===== src/rie_pkg.sv =====
`default_nettype none

package rie_pkg;

   // major opcodes
   localparam logic [6:0] OP_ALUI = 7'h13;
   localparam logic [6:0] OP_LOAD = 7'h03;
   localparam logic [6:0] OP_JALR = 7'h67;
   localparam logic [6:0] OP_SYS  = 7'h73;

   // alu-immediate minor codes
   localparam logic [2:0] F3_ADDI  = 3'd0;
   localparam logic [2:0] F3_SLLI  = 3'd1;
   localparam logic [2:0] F3_SLTI  = 3'd2;
   localparam logic [2:0] F3_SLTIU = 3'd3;
   localparam logic [2:0] F3_XORI  = 3'd4;
   localparam logic [2:0] F3_SRI   = 3'd5;
   localparam logic [2:0] F3_ORI   = 3'd6;
   localparam logic [2:0] F3_ANDI  = 3'd7;

   // load minor codes
   localparam logic [2:0] F3_LB  = 3'd0;
   localparam logic [2:0] F3_LH  = 3'd1;
   localparam logic [2:0] F3_LW  = 3'd2;
   localparam logic [2:0] F3_LBU = 3'd4;
   localparam logic [2:0] F3_LHU = 3'd5;

   // jalr and system use only this minor code
   localparam logic [2:0] F3_ZERO = 3'd0;

   // shift selectors in funct7
   localparam logic [6:0] F7_LOGICAL   = 7'h00;
   localparam logic [6:0] F7_ARITHMETIC = 7'h20;

   // ecall services
   localparam logic [31:0] SVC_PRINT_INT    = 32'd1;
   localparam logic [31:0] SVC_PRINT_FLOAT  = 32'd2;
   localparam logic [31:0] SVC_PRINT_STRING = 32'd4;
   localparam logic [31:0] SVC_EXIT         = 32'd10;
   localparam logic [31:0] SVC_PRINT_CHAR   = 32'd11;
   localparam logic [31:0] SVC_PRINT_HEX    = 32'd34;
   localparam logic [31:0] SVC_PRINT_BIN    = 32'd35;
   localparam logic [31:0] SVC_PRINT_UNS    = 32'd36;
   localparam logic [31:0] SVC_EXIT_CODE    = 32'd93;

   // one instruction as it enters the stage
   typedef struct packed {
      logic [6:0]  opcode;
      logic [2:0]  funct3;
      logic [6:0]  funct7;
      logic [4:0]  imm_low;
      logic [4:0]  dest_index;
      logic [31:0] src_value;
      logic [31:0] pc_value;
      logic [31:0] load_word;
      logic [31:0] service_code;
      logic [31:0] service_arg;
   } req_type;

   // one executed result
   typedef struct packed {
      logic        reg_write;
      logic [4:0]  reg_index;
      logic [31:0] reg_value;
      logic        pc_write;
      logic [31:0] next_pc;
      logic [31:0] eff_address;
      logic        halt_request;
      logic        exit_code_write;
      logic [31:0] exit_code;
      logic        status;
   } rsp_type;

endpackage

`default_nettype wire


===== src/rv32i_itype_execute.sv =====
`default_nettype none

// RV32I I-type execute stage: alu-immediate ops with shifts, loads with sign or
// zero extension, jalr and ecall exit. A transaction is accepted on start while
// busy is low; busy is high only during reset and the cycle after it. One result
// per transaction appears once it has passed the input and result registers, on
// rsp_valid for exactly one cycle; the receiver cannot stall it. While busy is low
// the stage takes one transaction every cycle: an input register feeds one pass of
// decode, adder and shifter logic into the result register, so throughput is set by
// that single pass. Illegal encodings return all fields zero with rsp_status set.
module rv32i_itype_execute
   import rie_pkg::*;
(
   input  wire logic        clock,
   input  wire logic        reset,
   input  wire logic        start,
   output logic             busy,
   input  wire logic [6:0]  req_opcode,
   input  wire logic [2:0]  req_funct3,
   input  wire logic [6:0]  req_funct7,
   input  wire logic [4:0]  req_imm_low,
   input  wire logic [4:0]  req_dest_index,
   input  wire logic [31:0] req_src_value,
   input  wire logic [31:0] req_pc_value,
   input  wire logic [31:0] req_load_word,
   input  wire logic [31:0] req_service_code,
   input  wire logic [31:0] req_service_arg,
   output logic             rsp_valid,
   output logic             rsp_reg_write,
   output logic [4:0]       rsp_reg_index,
   output logic [31:0]      rsp_reg_value,
   output logic             rsp_pc_write,
   output logic [31:0]      rsp_next_pc,
   output logic [31:0]      rsp_eff_address,
   output logic             rsp_halt_request,
   output logic             rsp_exit_code_write,
   output logic [31:0]      rsp_exit_code,
   output logic             rsp_status
);

   logic    busy_ff;
   logic    req_valid_ff, req_valid_in;
   req_type req_ff, req_in;
   logic    rsp_valid_ff;
   rsp_type rsp_ff, rsp_in;

   logic        accept;
   logic [31:0] imm;
   logic [31:0] sum;
   logic        wr, pcw, halt, exw, bad;
   logic [31:0] val, npc, ea, exc;

   assign accept = start && !busy_ff;

   // hold busy through reset, clearing it once reset is released
   always_ff @(posedge clock) begin
      if (reset) begin
         busy_ff <= 1'b1;
      end else begin
         busy_ff <= 1'b0;
      end
   end

   // capture the transaction
   always_comb begin
      req_valid_in        = accept;
      req_in              = req_ff;
      if (accept) begin
         req_in.opcode       = req_opcode;
         req_in.funct3       = req_funct3;
         req_in.funct7       = req_funct7;
         req_in.imm_low      = req_imm_low;
         req_in.dest_index   = req_dest_index;
         req_in.src_value    = req_src_value;
         req_in.pc_value     = req_pc_value;
         req_in.load_word    = req_load_word;
         req_in.service_code = req_service_code;
         req_in.service_arg  = req_service_arg;
      end
   end

   always_ff @(posedge clock) begin
      if (reset) begin
         req_valid_ff <= 1'b0;
      end else begin
         req_valid_ff <= req_valid_in;
      end
      req_ff <= req_in;
   end

   // decode and execute
   always_comb begin
      imm  = {{20{req_ff.funct7[6]}}, req_ff.funct7, req_ff.imm_low};
      sum  = req_ff.src_value + imm;
      wr   = 1'b0;
      pcw  = 1'b0;
      halt = 1'b0;
      exw  = 1'b0;
      bad  = 1'b0;
      val  = '0;
      npc  = '0;
      ea   = '0;
      exc  = '0;

      case (req_ff.opcode)
         OP_ALUI: begin
            wr = 1'b1;
            case (req_ff.funct3)
               F3_ADDI:  val = sum;
               F3_SLLI: begin
                  if (req_ff.funct7 == F7_LOGICAL) begin
                     val = req_ff.src_value << req_ff.imm_low;
                  end else begin
                     bad = 1'b1;
                  end
               end
               F3_SLTI:  val = {31'd0, $signed(req_ff.src_value) < $signed(imm)};
               F3_SLTIU: val = {31'd0, req_ff.src_value < imm};
               F3_XORI:  val = req_ff.src_value ^ imm;
               F3_SRI: begin
                  if (req_ff.funct7 == F7_LOGICAL) begin
                     val = req_ff.src_value >> req_ff.imm_low;
                  end else if (req_ff.funct7 == F7_ARITHMETIC) begin
                     val = $unsigned($signed(req_ff.src_value) >>> req_ff.imm_low);
                  end else begin
                     bad = 1'b1;
                  end
               end
               F3_ORI:   val = req_ff.src_value | imm;
               default:  val = req_ff.src_value & imm;
            endcase
         end
         OP_LOAD: begin
            wr = 1'b1;
            ea = sum;
            case (req_ff.funct3)
               F3_LB:   val = {{24{req_ff.load_word[7]}}, req_ff.load_word[7:0]};
               F3_LH:   val = {{16{req_ff.load_word[15]}}, req_ff.load_word[15:0]};
               F3_LW:   val = req_ff.load_word;
               F3_LBU:  val = {24'd0, req_ff.load_word[7:0]};
               F3_LHU:  val = {16'd0, req_ff.load_word[15:0]};
               default: bad = 1'b1;
            endcase
         end
         OP_JALR: begin
            if (req_ff.funct3 != F3_ZERO) begin
               bad = 1'b1;
            end else begin
               wr  = 1'b1;
               val = req_ff.pc_value;
               pcw = 1'b1;
               npc = {sum[31:1], 1'b0};
            end
         end
         OP_SYS: begin
            if (req_ff.funct3 != F3_ZERO || imm != 32'd0) begin
               bad = 1'b1;
            end else begin
               case (req_ff.service_code)
                  SVC_PRINT_INT, SVC_PRINT_FLOAT, SVC_PRINT_STRING, SVC_PRINT_CHAR,
                  SVC_PRINT_HEX, SVC_PRINT_BIN, SVC_PRINT_UNS: ;
                  SVC_EXIT: halt = 1'b1;
                  SVC_EXIT_CODE: begin
                     halt = 1'b1;
                     exw  = 1'b1;
                     exc  = req_ff.service_arg;
                  end
                  default: bad = 1'b1;
               endcase
            end
         end
         default: bad = 1'b1;
      endcase

      // drop writes to x0
      if (req_ff.dest_index == 5'd0) begin
         wr = 1'b0;
      end

      rsp_in.reg_write       = wr;
      rsp_in.reg_index       = wr ? req_ff.dest_index : 5'd0;
      rsp_in.reg_value       = wr ? val : 32'd0;
      rsp_in.pc_write        = pcw;
      rsp_in.next_pc         = npc;
      rsp_in.eff_address     = ea;
      rsp_in.halt_request    = halt;
      rsp_in.exit_code_write = exw;
      rsp_in.exit_code       = exc;
      rsp_in.status          = 1'b0;

      // zero everything on an illegal encoding
      if (bad) begin
         rsp_in        = '0;
         rsp_in.status = 1'b1;
      end
   end

   // result register
   always_ff @(posedge clock) begin
      if (reset) begin
         rsp_valid_ff <= 1'b0;
      end else begin
         rsp_valid_ff <= req_valid_ff;
      end
      rsp_ff <= rsp_in;
   end

   assign busy                = busy_ff;
   assign rsp_valid           = rsp_valid_ff;
   assign rsp_reg_write       = rsp_ff.reg_write;
   assign rsp_reg_index       = rsp_ff.reg_index;
   assign rsp_reg_value       = rsp_ff.reg_value;
   assign rsp_pc_write        = rsp_ff.pc_write;
   assign rsp_next_pc         = rsp_ff.next_pc;
   assign rsp_eff_address     = rsp_ff.eff_address;
   assign rsp_halt_request    = rsp_ff.halt_request;
   assign rsp_exit_code_write = rsp_ff.exit_code_write;
   assign rsp_exit_code       = rsp_ff.exit_code;
   assign rsp_status          = rsp_ff.status;

   // every accepted transaction produces a result after the input and result registers
   a_latency: assert property (@(posedge clock) disable iff (reset)
      accept |=> ##1 rsp_valid)
      else $error("accepted transaction produced no result");

   // no result without an accepted transaction
   a_no_spurious: assert property (@(posedge clock) disable iff (reset)
      rsp_valid |-> $past(req_valid_ff))
      else $error("result without a transaction");

   // illegal result carries no side effects
   a_illegal_clean: assert property (@(posedge clock) disable iff (reset)
      rsp_valid && rsp_status |-> !rsp_reg_write && !rsp_pc_write &&
         !rsp_halt_request && !rsp_exit_code_write)
      else $error("illegal result has side effects");

   // exit code only together with a halt
   a_exit_halt: assert property (@(posedge clock) disable iff (reset)
      rsp_valid && rsp_exit_code_write |-> rsp_halt_request)
      else $error("exit code without halt");

   // never write x0
   a_write_x0: assert property (@(posedge clock) disable iff (reset)
      rsp_valid && rsp_reg_write |-> rsp_reg_index != 5'd0)
      else $error("write to x0");

endmodule

`default_nettype wire

===== config.mk =====
export PLATFORM = sky130hd
export DESIGN_NAME = rv32i_itype_execute
export DESIGN_NICKNAME = d
export VERILOG_FILES = /design/src/rie_pkg.sv /design/src/rv32i_itype_execute.sv
export SDC_FILE = /design/constraint.sdc
export NUM_CORES = 1
export LEC_CHECK = 0
export ABC_AREA = 1
export ABC_CLOCK_PERIOD_IN_PS = 16200
export BUFFER_PORTS_ARGS = -buffer_cell sky130_fd_sc_hd__buf_4
export CAP_MARGIN = 15
export CORE_ASPECT_RATIO = 0.75
export CORE_MARGIN = 2
export CORE_UTILIZATION = 45
export CTS_BUF_LIST = sky130_fd_sc_hd__clkbuf_4
export CTS_CLUSTER_SIZE = 30
export DETAILED_ROUTE_END_ITERATION = 10
export PLACE_DENSITY = 0.73
export SLEW_MARGIN = 40
export SYNTH_ARGS = -nofsm -noshare
export SYNTH_HDL_FRONTEND = slang
export SYNTH_SLANG_ARGS = --single-unit

===== constraint.sdc =====
create_clock -name clock -period 16.2 [get_ports clock]
set_input_delay 1.62 -clock clock [delete_from_list [all_inputs] [get_ports clock]]
set_output_delay 1.62 -clock clock [all_outputs]
set_load 0.01 [all_outputs]

Yosys cells after proc, flatten, opt, wreduce, memory -nomap -nowiden
Index checks and enable logic that the tools add are counted.
- bitwise operators: 8
- equality and inequality tests: 20
- add/sub/neg operators: 1
- reductions and logical operators: 18
- muxes and demuxes: 24
- order comparisons: 2
- shifts and indexed selects: 3
- operators with widths (operator ; count):
    $pmux W32 S7 ; 1
    $mux W32 ; 5
    $pmux W32 S5 ; 1
    $eq A32 B6 Y1 const B ; 3
    $pmux W32 S3 ; 1
    $eq A32 B4 Y1 const B ; 2
    $add A32 B32 Y32 ; 1
    $and A32 B32 Y32 ; 1
    $eq A32 B1 Y1 const B ; 1
    $eq A32 B2 Y1 const B ; 1
    $eq A32 B3 Y1 const B ; 1
    $eq A32 B7 Y1 const B ; 1
    $lt A32 B12 Y1 ; 1
    $lt A32 B32 Y1 ; 1
    $or A32 B32 Y32 ; 1
    $reduce_bool A32 Y1 ; 1
    $shl A32 B5 Y32 ; 1
    $shr A32 B5 Y32 ; 1
    $sshr A32 B5 Y32 ; 1
    $xor A32 B32 Y32 ; 1
    $eq A7 B7 Y1 const B ; 2
    $mux W1 ; 13
    $reduce_or A2 Y1 ; 5
    $eq A3 B3 Y1 const B ; 3
    19 further kinds ; 26
- logic and storage cells: 100
- input port bits: 190
- register bits after elaboration: 328

Logic depth before layout (Yosys ltp)
- word-level depth: 6
- gate-level depth with buffers: 20
- gate-level depth less buffers: 17

Worst setup path before layout
OpenSTA, ideal clock, no wires.
- path type: in2reg
- start point: input start
- end point: register req_ff, in the netlist imm[0] (enable)
- data required time: 15.457 ns
- setup slack: 5.941 ns
- arrival: 9.516 ns
- stages on the path: 2
- library setup time: 0.743 ns
- cell sequence: inv_1 nor2_1
- word-level cells in the longest chain between the ends: 1
- RTL lines (what ; line ; source):
    start, declared ; rv32i_itype_execute.sv:16 ; input wire logic start,
    $logic_and A1 B1 Y1 ; rv32i_itype_execute.sv:53 ; assign accept = start && !busy_ff;
    named net accept ; rv32i_itype_execute.sv:47 ; logic accept;
    end signal, assigned ; rv32i_itype_execute.sv:88 ; req_ff <= req_in;
    end, declared ; rv32i_itype_execute.sv:43 ; req_type req_ff, req_in;
The timed path passes the listed nets, and every way through them passes these cells.
A chain may end at the register's enable or synchronous reset.

Worst setup path after layout
- start point: register req_ff[179] (netlist name)
- end point: register rsp_ff, in the netlist rsp_reg_value[0]
- word-level cells in the longest chain between the ends: 6
- elaborated cells on any way between the ends: 24
- RTL lines (what ; line ; source):
    branches (longest 6 deep; another with $reduce_or A5 Y1) ; - ;
    end signal, assigned ; rv32i_itype_execute.sv:205 ; rsp_ff <= rsp_in;
    end, declared ; rv32i_itype_execute.sv:45 ; rsp_type rsp_ff, rsp_in;
Parallel ways; which one is timed is not known.

==> metrics.md <==
| Metric | Value |
|---|---|
| Final ANT Viol Nets | `0` |
| CTS clk-pin slew, worst paths | `0.08 ns` |
| Synthesized flop and latch total | `327` |
| Power Density | `85.4 nW/µm²` |
| Clk Latency, worst-skew pair | `0.84 ns` |
| Avg WL per Cell | `22.5 µm` |
| RR Startpoint | `req_ff[179]` |
| CORE AREA | `40,500 µm²` |
| DP HPWL | `56.6 mm` |
| Site Rows | `64` |
| Number of max-cap violations | `0` |
| Mapped cell area | `18,400 µm²` |
| Synthesized net count | `2,629` |
| Mean area per synthesized cell | `7.84 µm²` |
| Yosys top cell area share | `30.6%` |
| Largest cells by area after synthesis | `edfxtp_1, dfxtp_1, nand2_1, nand3_1, ha_1` |
| Hold Fails Final Rpt | `0` |
| Final WL | `73.7 mm` |
| Hold-fix buffers, CTS | `0` |
| Slew HR | `44.5%` |
| Sequential element share of the synthesized area | `45.9%` |
| Crit path required time | `16.89 ns` |
| Layout area overhead | `21.7%` |
| I/O Buffers | `328` |
| Leading area contributor after synthesis | `edfxtp_1` |
| Worst hold-check path type | `reg2reg` |
| Num CTS Buffers | `83` |
| Worst hold endpoint | `rsp_valid` |
| Worst Tran Pin Value | `0.832 ns` |
| Number of global-route vias before repair | `17,400` |
| Final setup fails | `0` |
| # H-tree levels | `3` |
| Post-layout min period | `3.89 ns` |
| Worst setup SP type | `flip-flop` |
| Sink Count | `327` |
| Vias after detailed routing | `18,500` |
| Static Leak | `10.4 nW` |
| GPL Wtd Cong | `1.05` |
| Count of pins over their slew limit | `0` |
| Power, Total | `1.91 mW` |
| Clock Skew | `0.0777 ns` |
| Global-route wire length before repair | `108 mm` |
| RR Endpoint | `rsp_reg_value[0]` |
| DRC Markers | `0` |
| Max clock buf depth | `3` |
| Post-CTS Resized | `0` |
| Gr usage total | `34.1%` |
| Initial Utilization | `45.3%` |
| RSZ-0062 raised after global routing | `no` |
| Vias per cell | `5.64` |
| Tcrit/Tclk final | `24.0%` |
| Worst reg-to-reg path cell count | `13` |
| CTS tree | `built` |
| Die Height | `179 µm` |
| Synth unique cells | `53` |
| Router iterations before antenna repair | `9` |
| Worst EP arrival | `4.58 ns` |
| Peak supply drop | `0.0842 mV` |
| Outcome | `finished clean` |
| Pin count of the biggest net entering global routing | `106` |
| Hold wc startpoint | `req_valid_ff` |
| Synth warn | `0` |
| CP Max Fanout | `37` |
| Total grt overflow | `0` |
| Setup_tns | `0 ns` |
| IO Count | `330` |
| R2R Setup Slk | `12.31 ns` |
| Share of post-route cells with drive strength above 1 | `18.9%` |
| Syn Inst Count | `2,341` |
| DIE AREA | `42,400 µm²` |
| Critical setup path kind | `reg2reg` |
| Max Clk Rate | `257 MHz` |
| Final nets | `2,965` |
| Antenna violations before repair | `5` |
| Post CTS Setup Buffer Count | `0` |
| Setup crit end kind | `flip-flop` |
| Width of the die | `237 µm` |
| Initial DRC count | `2,628` |
| Clock Tree Root | `clkbuf_4` |
| Hold Path Depth | `2` |
[cell usage after synthesis, drive strengths merged]
cell type	instances
a31o	1
a32oi	1
a211oi	2
clkbuf	48
nor3b	1
or2	2
dfxtp	140
nand3	368
o22ai	2
o21a	5
edfxtp	187
and3b	1
a21oi	158
a21o	2
a211o	1
and2	3
clkinv	3
o21ai	75
nor2b	1
xor2	9
o2111ai	2
inv	234
a21boi	1
o211a	1
o21bai	7
a22o	8
o221ai	24
nor2	294
o211ai	21
nor3	20
nand2	524
buf	50
conb	1
a31oi	1
fa	1
nand4	26
ha	97
nand3b	9
nor4	10
[cell usage in the layout, fill, tap and decap left out, types with 2 or more instances in the layout]
master	instances
diode_2	4
dfxtp_1	140
clkbuf_4	121
a211oi_1	2
nand2_1	521
buf_4	346
o211ai_1	21
ha_1	97
a21oi_1	148
o22ai_1	2
clkinvlp_4	2
xor2_1	9
o21a_1	5
a22o_1	8
o2111ai_1	2
clkinv_1	22
nand4_1	26
o221ai_1	24
o21bai_1	7
nor2_1	284
or2_2	2
nand3b_1	9
a21o_1	2
o21ai_1	4
nor2_2	4
nor2_4	5
clkinv_2	5
and2_1	2
edfxtp_1	187
o21ai_0	71
a21oi_2	10
inv_1	225
nor3_1	20
nand3_1	368
nor4_1	10
nand2_2	2
inv_6	4
inv_2	8
[through the flow]
stage	util, %	hold WS (ns)	instances	cell area (µm²)	worst slack, ns
after global placement	52.3	0.402	3118	21200	12.47
after detailed placement	52.4	0.397	3119	21200	12.48
final	55.1	0.422	3277	22300	12.31
after CTS	55.1	0.416	3272	22300	12.46
after floorplan	-	0.388	2341	18400	5.94
after global routing	55.1	0.450	3276	22300	12.13
[flip-flops by register name (all words and copies together), names as in the netlist]
name	count
req_ff	175
req_valid_ff	1
rsp_exit_code_write	1
rsp_reg_value	32
rsp_status	1
rsp_valid	1
rsp_reg_write	1
rsp_eff_address	32
rsp_halt_request	1
rsp_exit_code	32
rsp_pc_write	1
imm	12
rsp_reg_index	5
rsp_next_pc	31
busy	1
[cells by family (layout without fill, tap and decap cells)]
kind of cell	after synthesis	after routing	synth area share [%]
other	1	5	0.0204
adder cells (fa/ha/maj)	98	98	6.72
AO/OA/AOI/OAI	312	312	10.0
XOR/XNOR	9	9	0.430
AND/OR/NAND/NOR	1259	1259	29.5
buffers and inverters	335	739	7.40
flip-flops	327	327	45.9
[cell type report]
type | instances | area, µm²
Clock buffer | 121 | 908
Timing Repair Buffer | 349 | 2660
Sequential cell | 327 | 8420
Fill cell | 3843 | 18200
Tap cell | 528 | 661
Clock inverter | 32 | 188
Antenna cell | 4 | 10.0
Inverter | 237 | 897
Multi-Input combinational cell | 1679 | 8600
[metal layers]
metal	wire (µm)	part of all wire [%]	global-route usage [%]	vias up
met5	12	0.016	0	-
met4	2190	3.0	11.8	2
met3	8560	12	10.1	164
met2	31200	42	49.9	1156
met1	31700	43	47.8	8540
li1	-	-	-	8628
[worst max-delay path by stage]
stage                         to  slack (ns)        start  cells after the start
2_1_floorplan             imm[0]        5.94        start                      2
3_3_place_gp    rsp_reg_value[0]       12.47  req_ff[179]                     13
3_5_place_dp    rsp_reg_value[0]       12.48  req_ff[179]                     13
4_1_cts         rsp_reg_value[0]       12.46  req_ff[179]                     13
5_1_grt        rsp_reg_value[25]       12.13       imm[4]                     12
6_report        rsp_reg_value[0]       12.31  req_ff[179]                     13
[report_power, final]
| part | switching [mW] | internal, mW |
|---|---|---|
| Clock | 0.357 | 0.365 |
| Combinational | 0.180 | 0.0890 |
| Sequential | 0.0142 | 0.902 |
[worst max-delay path, stage by stage, from the launching register on]
cell      delay, ns
edfxtp_1       0.62
nand2_1        0.16
buf_4          0.41
inv_1          0.18
nand2_2        0.35
buf_4          0.49
inv_1          0.50
a211o_1        0.45
a21oi_1        0.14
nand2_1        0.10
nor2_1         0.09
nand2_1        0.09
nand2_1        0.08
a21oi_1        0.05
Power figures use the tool's default switching activity.
